### config.mk
export PLATFORM = sky130hd
export DESIGN_NAME = sal_pick
export DESIGN_NICKNAME = d
export VERILOG_FILES = /design/src/hdl/sal_pkg.sv /design/src/hdl/sal_pick.sv
export SDC_FILE = /design/constraint.sdc
export NUM_CORES = 2
export LEC_CHECK = 0
export BUFFER_PORTS_ARGS = -buffer_cell sky130_fd_sc_hd__buf_2
export CAP_MARGIN = 20
export CORE_AREA = 3 3 653 655
export DETAILED_ROUTE_END_ITERATION = 12
export DIE_AREA = 0 0 656 658
export GPL_TIMING_DRIVEN = 0
export PLACE_DENSITY = 0.33
export SETUP_SLACK_MARGIN = 0.2
export SLEW_MARGIN = 40
export SYNTH_ARGS = -nofsm -noshare
export SYNTH_HDL_FRONTEND = slang
export SYNTH_SLANG_ARGS = --single-unit
### constraint.sdc
create_clock -name vclk -period 105.2
set_clock_uncertainty 0.05 [all_clocks]
set_input_delay 26.3 -clock vclk [all_inputs]
set_output_delay 26.3 -clock vclk [all_outputs]
set_load 0.02 [all_outputs]
### src/hdl/sal_pkg.sv
// sal_pkg: shared types and constants of the set-associative LRU cache model.
// Depends on nothing; used by every module in hdl.
package sal_pkg;

	localparam int MAX_SETS_DEF = 256;
	localparam int MAX_WAYS_DEF = 8;
	localparam int TAG_W        = 64;
	localparam int STAMP_W      = 32;
	localparam int CNT_W        = 32;
	localparam int RES_W        = 24;
	localparam int CFG_W        = 4;
	localparam int CFG_IDX_W    = 2;

	// configuration register indexes
	localparam logic [CFG_IDX_W-1:0] CFG_SET_BITS = 2'd0;
	localparam logic [CFG_IDX_W-1:0] CFG_OFF_BITS = 2'd1;
	localparam logic [CFG_IDX_W-1:0] CFG_WAYS     = 2'd2;

	// access kinds
	localparam logic FUNC_LOAD  = 1'b0;
	localparam logic FUNC_STORE = 1'b1;

	typedef struct packed {
		logic        func;
		logic [63:0] address;
	} req_t;

	typedef struct packed {
		logic              was_hit;
		logic              was_eviction;
		logic              victim_dirty;
		logic [CNT_W-1:0]  hit_total;
		logic [CNT_W-1:0]  miss_total;
		logic [CNT_W-1:0]  eviction_total;
		logic [CNT_W-1:0]  dirty_evicted_bytes;
		logic [RES_W-1:0]  dirty_resident_bytes;
	} rsp_t;

	// one cache line as held in the store
	typedef struct packed {
		logic               valid;
		logic               dirty;
		logic [TAG_W-1:0]   tag;
		logic [STAMP_W-1:0] stamp;
	} line_t;

	// outcome of one lookup, towards the counters
	typedef struct packed {
		logic hit;
		logic evict;
		logic vdirty;
		logic dirty_inc;
		logic dirty_dec;
	} pick_t;

	function automatic logic [CNT_W-1:0] sat_inc(input logic [CNT_W-1:0] a);
		sat_inc = (a == '1) ? a : a + 1'b1;
	endfunction

endpackage

### src/hdl/sal_pick.sv
// sal_pick: hit search, victim choice and the updated row for one access.
// Purely combinational. Depends on sal_pkg.
module sal_pick #(
	parameter int MAX_WAYS = sal_pkg::MAX_WAYS_DEF
) (
	input  sal_pkg::line_t [MAX_WAYS-1:0]  row,
	input  logic [sal_pkg::TAG_W-1:0]      tag,
	input  logic [4:0]                     ways,
	input  logic                           store,
	input  logic [sal_pkg::STAMP_W-1:0]    stamp,
	output sal_pkg::line_t [MAX_WAYS-1:0]  new_row,
	output sal_pkg::pick_t                 pick
);

	localparam int WW = (MAX_WAYS > 1) ? $clog2(MAX_WAYS) : 1;

	logic                          hit;
	logic [WW-1:0]                 hit_way;
	logic                          found;
	logic [WW-1:0]                 inv_way;
	logic [WW-1:0]                 lru_way;
	logic [sal_pkg::STAMP_W-1:0]   best;
	logic [WW-1:0]                 way;
	sal_pkg::line_t                old;

	always_comb begin
		hit     = 1'b0;
		hit_way = '0;
		found   = 1'b0;
		inv_way = '0;
		lru_way = '0;
		best    = row[0].stamp;
		// first matching, first invalid and least recently used way among those in use
		for (int w = 0; w < MAX_WAYS; w++) begin
			if (5'(w) < ways) begin
				if (!hit && row[w].valid && row[w].tag == tag) begin
					hit     = 1'b1;
					hit_way = WW'(w);
				end
				if (!found && !row[w].valid) begin
					found   = 1'b1;
					inv_way = WW'(w);
				end
				// strict less keeps ties on the lowest way
				if (w > 0 && row[w].stamp < best) begin
					best    = row[w].stamp;
					lru_way = WW'(w);
				end
			end
		end
	end

	always_comb begin
		way = hit ? hit_way : (found ? inv_way : lru_way);
		old = row[way];
		new_row = row;
		new_row[way].stamp = stamp;
		if (hit) begin
			new_row[way].dirty = old.dirty | store;
		end else begin
			new_row[way].valid = 1'b1;
			new_row[way].tag   = tag;
			new_row[way].dirty = store;
		end
		pick.hit       = hit;
		pick.evict     = !hit && !found;
		pick.vdirty    = !hit && !found && old.dirty;
		pick.dirty_inc = store && !(hit && old.dirty);
		pick.dirty_dec = !hit && old.dirty;
	end

endmodule

==> results_tabular.tex <==
\begin{tabular}{lr}
\hline
Metric & Value \\
\hline
\multicolumn{2}{l}{\textbf{Run status}} \\
Result of the run & complete, no violations \\
\multicolumn{2}{l}{\textbf{Critical path}} \\
Cell family with most CP delay & compound AO/OA/AOI/OAI gates \\
Crit. path cell count & 105 \\
Worst Path Arrival & 55.70 ns \\
Top cell by count, worst path & sky130\_fd\_sc\_hd\_\_o21ai\_0 \\
Slowest stage cell, crit path & sky130\_fd\_sc\_hd\_\_nor3\_1 \\
Category of the worst setup path launch point & primary input \\
Data required, critical path & 78.85 ns \\
Crit Path Max Fanout & 10 \\
Crit path capture type & output pin \\
Crit path buf inv count & 23 \\
Critical path type & in -> out \\
Largest stage delay on the critical path & 0.77 ns \\
\multicolumn{2}{l}{\textbf{Route}} \\
Antenna violation net count after detailed routing & 0 \\
Remaining DRCs & 0 \\
Routed wire length per instance & 48.4 um \\
Via total after detailed routing & 43300 \\
Total wirelength of the detailed-routed design & 542000 um \\
Per-cell via count in the routed design & 3.86 \\
DRT iter0 DRCs & 4871 \\
Number of iterations in the first detailed-routing pass & 7 \\
\multicolumn{2}{l}{\textbf{STA}} \\
Worst hold margin & 52.91 ns \\
RSZ-0062 raised after global routing & no \\
Endpoints failing setup & 0 \\
Total count of hold-check failures in the final report & 0 \\
Clock period minus final worst setup slack & 82.05 ns \\
Total negative slack & 0 ns \\
Final Cycle Share & 78.0\% \\
Count of final max-slew check failures & 0 \\
Actual transition at the worst max-transition pin & 0.927 ns \\
Maximum clock frequency & 0.0122 GHz \\
Worst slew slack as a fraction of its limit & 37.7\% \\
\multicolumn{2}{l}{\textbf{Pwr}} \\
Switching Share & 69.0\% \\
Sequential share of power & 0\% \\
PD cells & 9.45 mW/mm2 \\
Gate power share & 100.0\% \\
Cell internal power dissipation & 0.000133 W \\
Leakage power of the design & 19.2 nW \\
Overall power consumption & 0.000428 W \\
Clock group share of total power & 0\% \\
Switching power summed over all nets & 0.000295 W \\
Maximum resistive drop on vdd & 0.00515 mV \\
\multicolumn{2}{l}{\textbf{Cells and area}} \\
Post-route design area & 0.0453 mm2 \\
Number of flip-flops and latches & 0 \\
Layout clock buffer count & 0 \\
Synthesis-to-layout area growth & 73.7\% \\
Cell Count, Final, Fillers Out & 11200 \\
Fill cell instance count of the final layout & 49700 \\
Storage element area & 0 um2 \\
Number of nets in the layout & 6481 \\
Fraction of layout cells with a size suffix above 1 & 48.6\% \\
\multicolumn{2}{l}{\textbf{Hold path}} \\
Worst Hold Path Cells & 3 \\
Class of the worst hold path & in -> out \\
\multicolumn{2}{l}{\textbf{Global routing}} \\
Maximum number of pins on one net before global-route repair & 11 \\
Antenna violations before repair & 446 \\
Global routing met3 resource utilization & 7.88\% \\
GRT met1 Usage & 23.4\% \\
Global route hottest layer & met2 \\
Number of global-route vias before repair & 40300 \\
First-pass GRT wire length & 631000 um \\
GRT Resource Usage Total & 23.9\% \\
Global-route met2 utilization & 43.8\% \\
Final global-route overflow total & 0 \\
\multicolumn{2}{l}{\textbf{Job}} \\
Max-cap violation count & 0 \\
\multicolumn{2}{l}{\textbf{Synthesis}} \\
Yosys warning total & 0 \\
Seq/Total Area, Yosys & 0\% \\
Syn avg cell area & 7.24 um2 \\
Number of standard cells after synthesis & 3598 \\
Number of nets in the synthesized netlist & 4693 \\
Dominant cells by area after synthesis & sky130\_fd\_sc\_hd\_\_mux2\_2 23\%, sky130\_fd\_sc\_hd\_\_ha\_1 10\%, sky130\_fd\_sc\_hd\_\_xor2\_1 7.0\%, sky130\_fd\_sc\_hd\_\_nand2\_1 6.0\%, sky130\_fd\_sc\_hd\_\_xnor2\_1 5.9\% \\
Netlist cell types & 98 \\
Cell type with the highest aggregate area in the netlist & sky130\_fd\_sc\_hd\_\_mux2\_2 \\
Synthesized area & 0.0261 mm2 \\
Share of the synthesized area in the top cell type & 22.6\% \\
\multicolumn{2}{l}{\textbf{Placed design}} \\
Port Buf Inserts & 1640 \\
Post-detailed-placement cell area & 0.0448 mm2 \\
Half-perimeter wire length of the detailed placement result & 493000 um \\
Inst Count DP & 11000 \\
Final Wtd Congestion & 1.08 \\
\multicolumn{2}{l}{\textbf{Floorplanning}} \\
Width of the chip & 656 um \\
Total I/O pin count & 1675 \\
Number of placement rows & 238 \\
Initial Util & 6.20\% \\
Floorplan die height & 658 um \\
Die Area & 0.432 mm2 \\
Core Footprint & 0.420 mm2 \\
\multicolumn{2}{l}{\textbf{Clock tree}} \\
Number of buffers inserted by hold repair at cts & 0 \\
Number of buffers inserted to repair setup after CTS & 0 \\
Number of gates resized after CTS & 0 \\
\hline
\end{tabular}
==> final timing paths <==
kind     start           end
min   row[164]  new_row[164]
max    row[27]  new_row[263]
==> metal layers <==
metal / part of all wire (%) / up-vias
li1: - / 16900
met1: 33 / 21300
met2: 51 / 3665
met3: 8.9 / 1283
met4: 7.2 / 110
met5: 0.18 / -
==> cell usage after synthesis (all sizes together), types with 6 or more instances <==
master   count
inv        215
or2         19
nand4      148
o21a        13
and4         8
nor2b       51
buf        106
o21ai      327
or4         16
or3b         7
or3          8
a31oi        9
nor4b       21
nand3       67
a21boi       7
a221oi       9
nor2       120
and2         8
nand4b       9
o221ai       8
nand2b     114
o31ai        6
nor4       111
nand2      420
nand3b       9
a211o        6
xor2       208
xnor2      176
nor3b       12
mux2       617
clkbuf     131
ha         209
mux2i       84
a21oi       66
a211oi      19
o211ai      10
o2111ai     20
a22oi       10
a2111oi     10
o22ai       23
a21o        41
and3        14
nor3        41
a221o        6
==> placed cells by master (no fill, tap or decap), types with 35 or more instances in the layout <==
cell type | Yosys | routed
sky130_fd_sc_hd__mux2_2 | 524 | 524
sky130_fd_sc_hd__clkbuf_1 | 131 | 39
sky130_fd_sc_hd__inv_1 | 215 | 188
sky130_fd_sc_hd__buf_12 | 0 | 85
sky130_fd_sc_hd__mux2i_1 | 83 | 82
sky130_fd_sc_hd__clkbuf_4 | 0 | 74
sky130_fd_sc_hd__ha_1 | 209 | 209
sky130_fd_sc_hd__nand2b_1 | 114 | 114
sky130_fd_sc_hd__xor2_1 | 208 | 207
sky130_fd_sc_hd__a21oi_1 | 64 | 63
sky130_fd_sc_hd__o21ai_1 | 33 | 35
sky130_fd_sc_hd__o21ai_0 | 293 | 291
sky130_fd_sc_hd__nand3_1 | 67 | 67
sky130_fd_sc_hd__nor2_1 | 118 | 112
sky130_fd_sc_hd__nand2_1 | 420 | 419
sky130_fd_sc_hd__buf_2 | 50 | 1716
sky130_fd_sc_hd__mux2_1 | 93 | 93
sky130_fd_sc_hd__diode_2 | 0 | 185
sky130_fd_sc_hd__a21o_1 | 41 | 41
sky130_fd_sc_hd__xnor2_1 | 176 | 174
sky130_fd_sc_hd__nor4_1 | 110 | 102
sky130_fd_sc_hd__nand4_1 | 147 | 147
sky130_fd_sc_hd__nor2b_1 | 50 | 50
==> area by class of cell <==
class | instances | area, um2 | area share, %
Multi-Input combinational cell | 3143 | 24400 | 54.0
Timing Repair Buffer | 1786 | 11000 | 24.4
Tap cell | 5640 | 7060 | 15.6
Buffer | 237 | 1410 | 3.11
Inverter | 218 | 852 | 1.88
Antenna cell | 185 | 463 | 1.02
==> kinds of logic (layout without fill, tap and decap cells) <==
logic type / Yosys count / after routing / synth area share [%]
compound gates: 631 / 631 / 15.3
xor+xnor: 384 / 384 / 12.9
fa+ha+maj: 211 / 211 / 10.1
buf+inv: 455 / 2241 / 7.25
mux: 701 / 701 / 29.9
other cells: 0 / 185 / 0
simple gates: 1216 / 1216 / 24.5
==> stage by stage <==
step,util [%],setup WS (ns)
2_1_floorplan,-,33.00
3_3_place_gp,9.83,15.79
3_5_place_dp,10.7,22.31
4_1_cts,10.7,22.23
5_1_grt,10.7,21.48
6_report,10.8,23.15
==> power groups by stage <==
stage | sequential, W | combinational, W | clock, W
final | 0 | 0.000428 | 0.000000000121
after global routing | 0 | 0.000451 | 0.000000000118
after CTS | 0 | 0.000429 | 0
after detailed placement | 0 | 0.000427 | 0
after global placement | 0 | 0.000414 | 0
after floorplan | 0 | 0.000199 | 0
(Power assumes the default switching activity.)
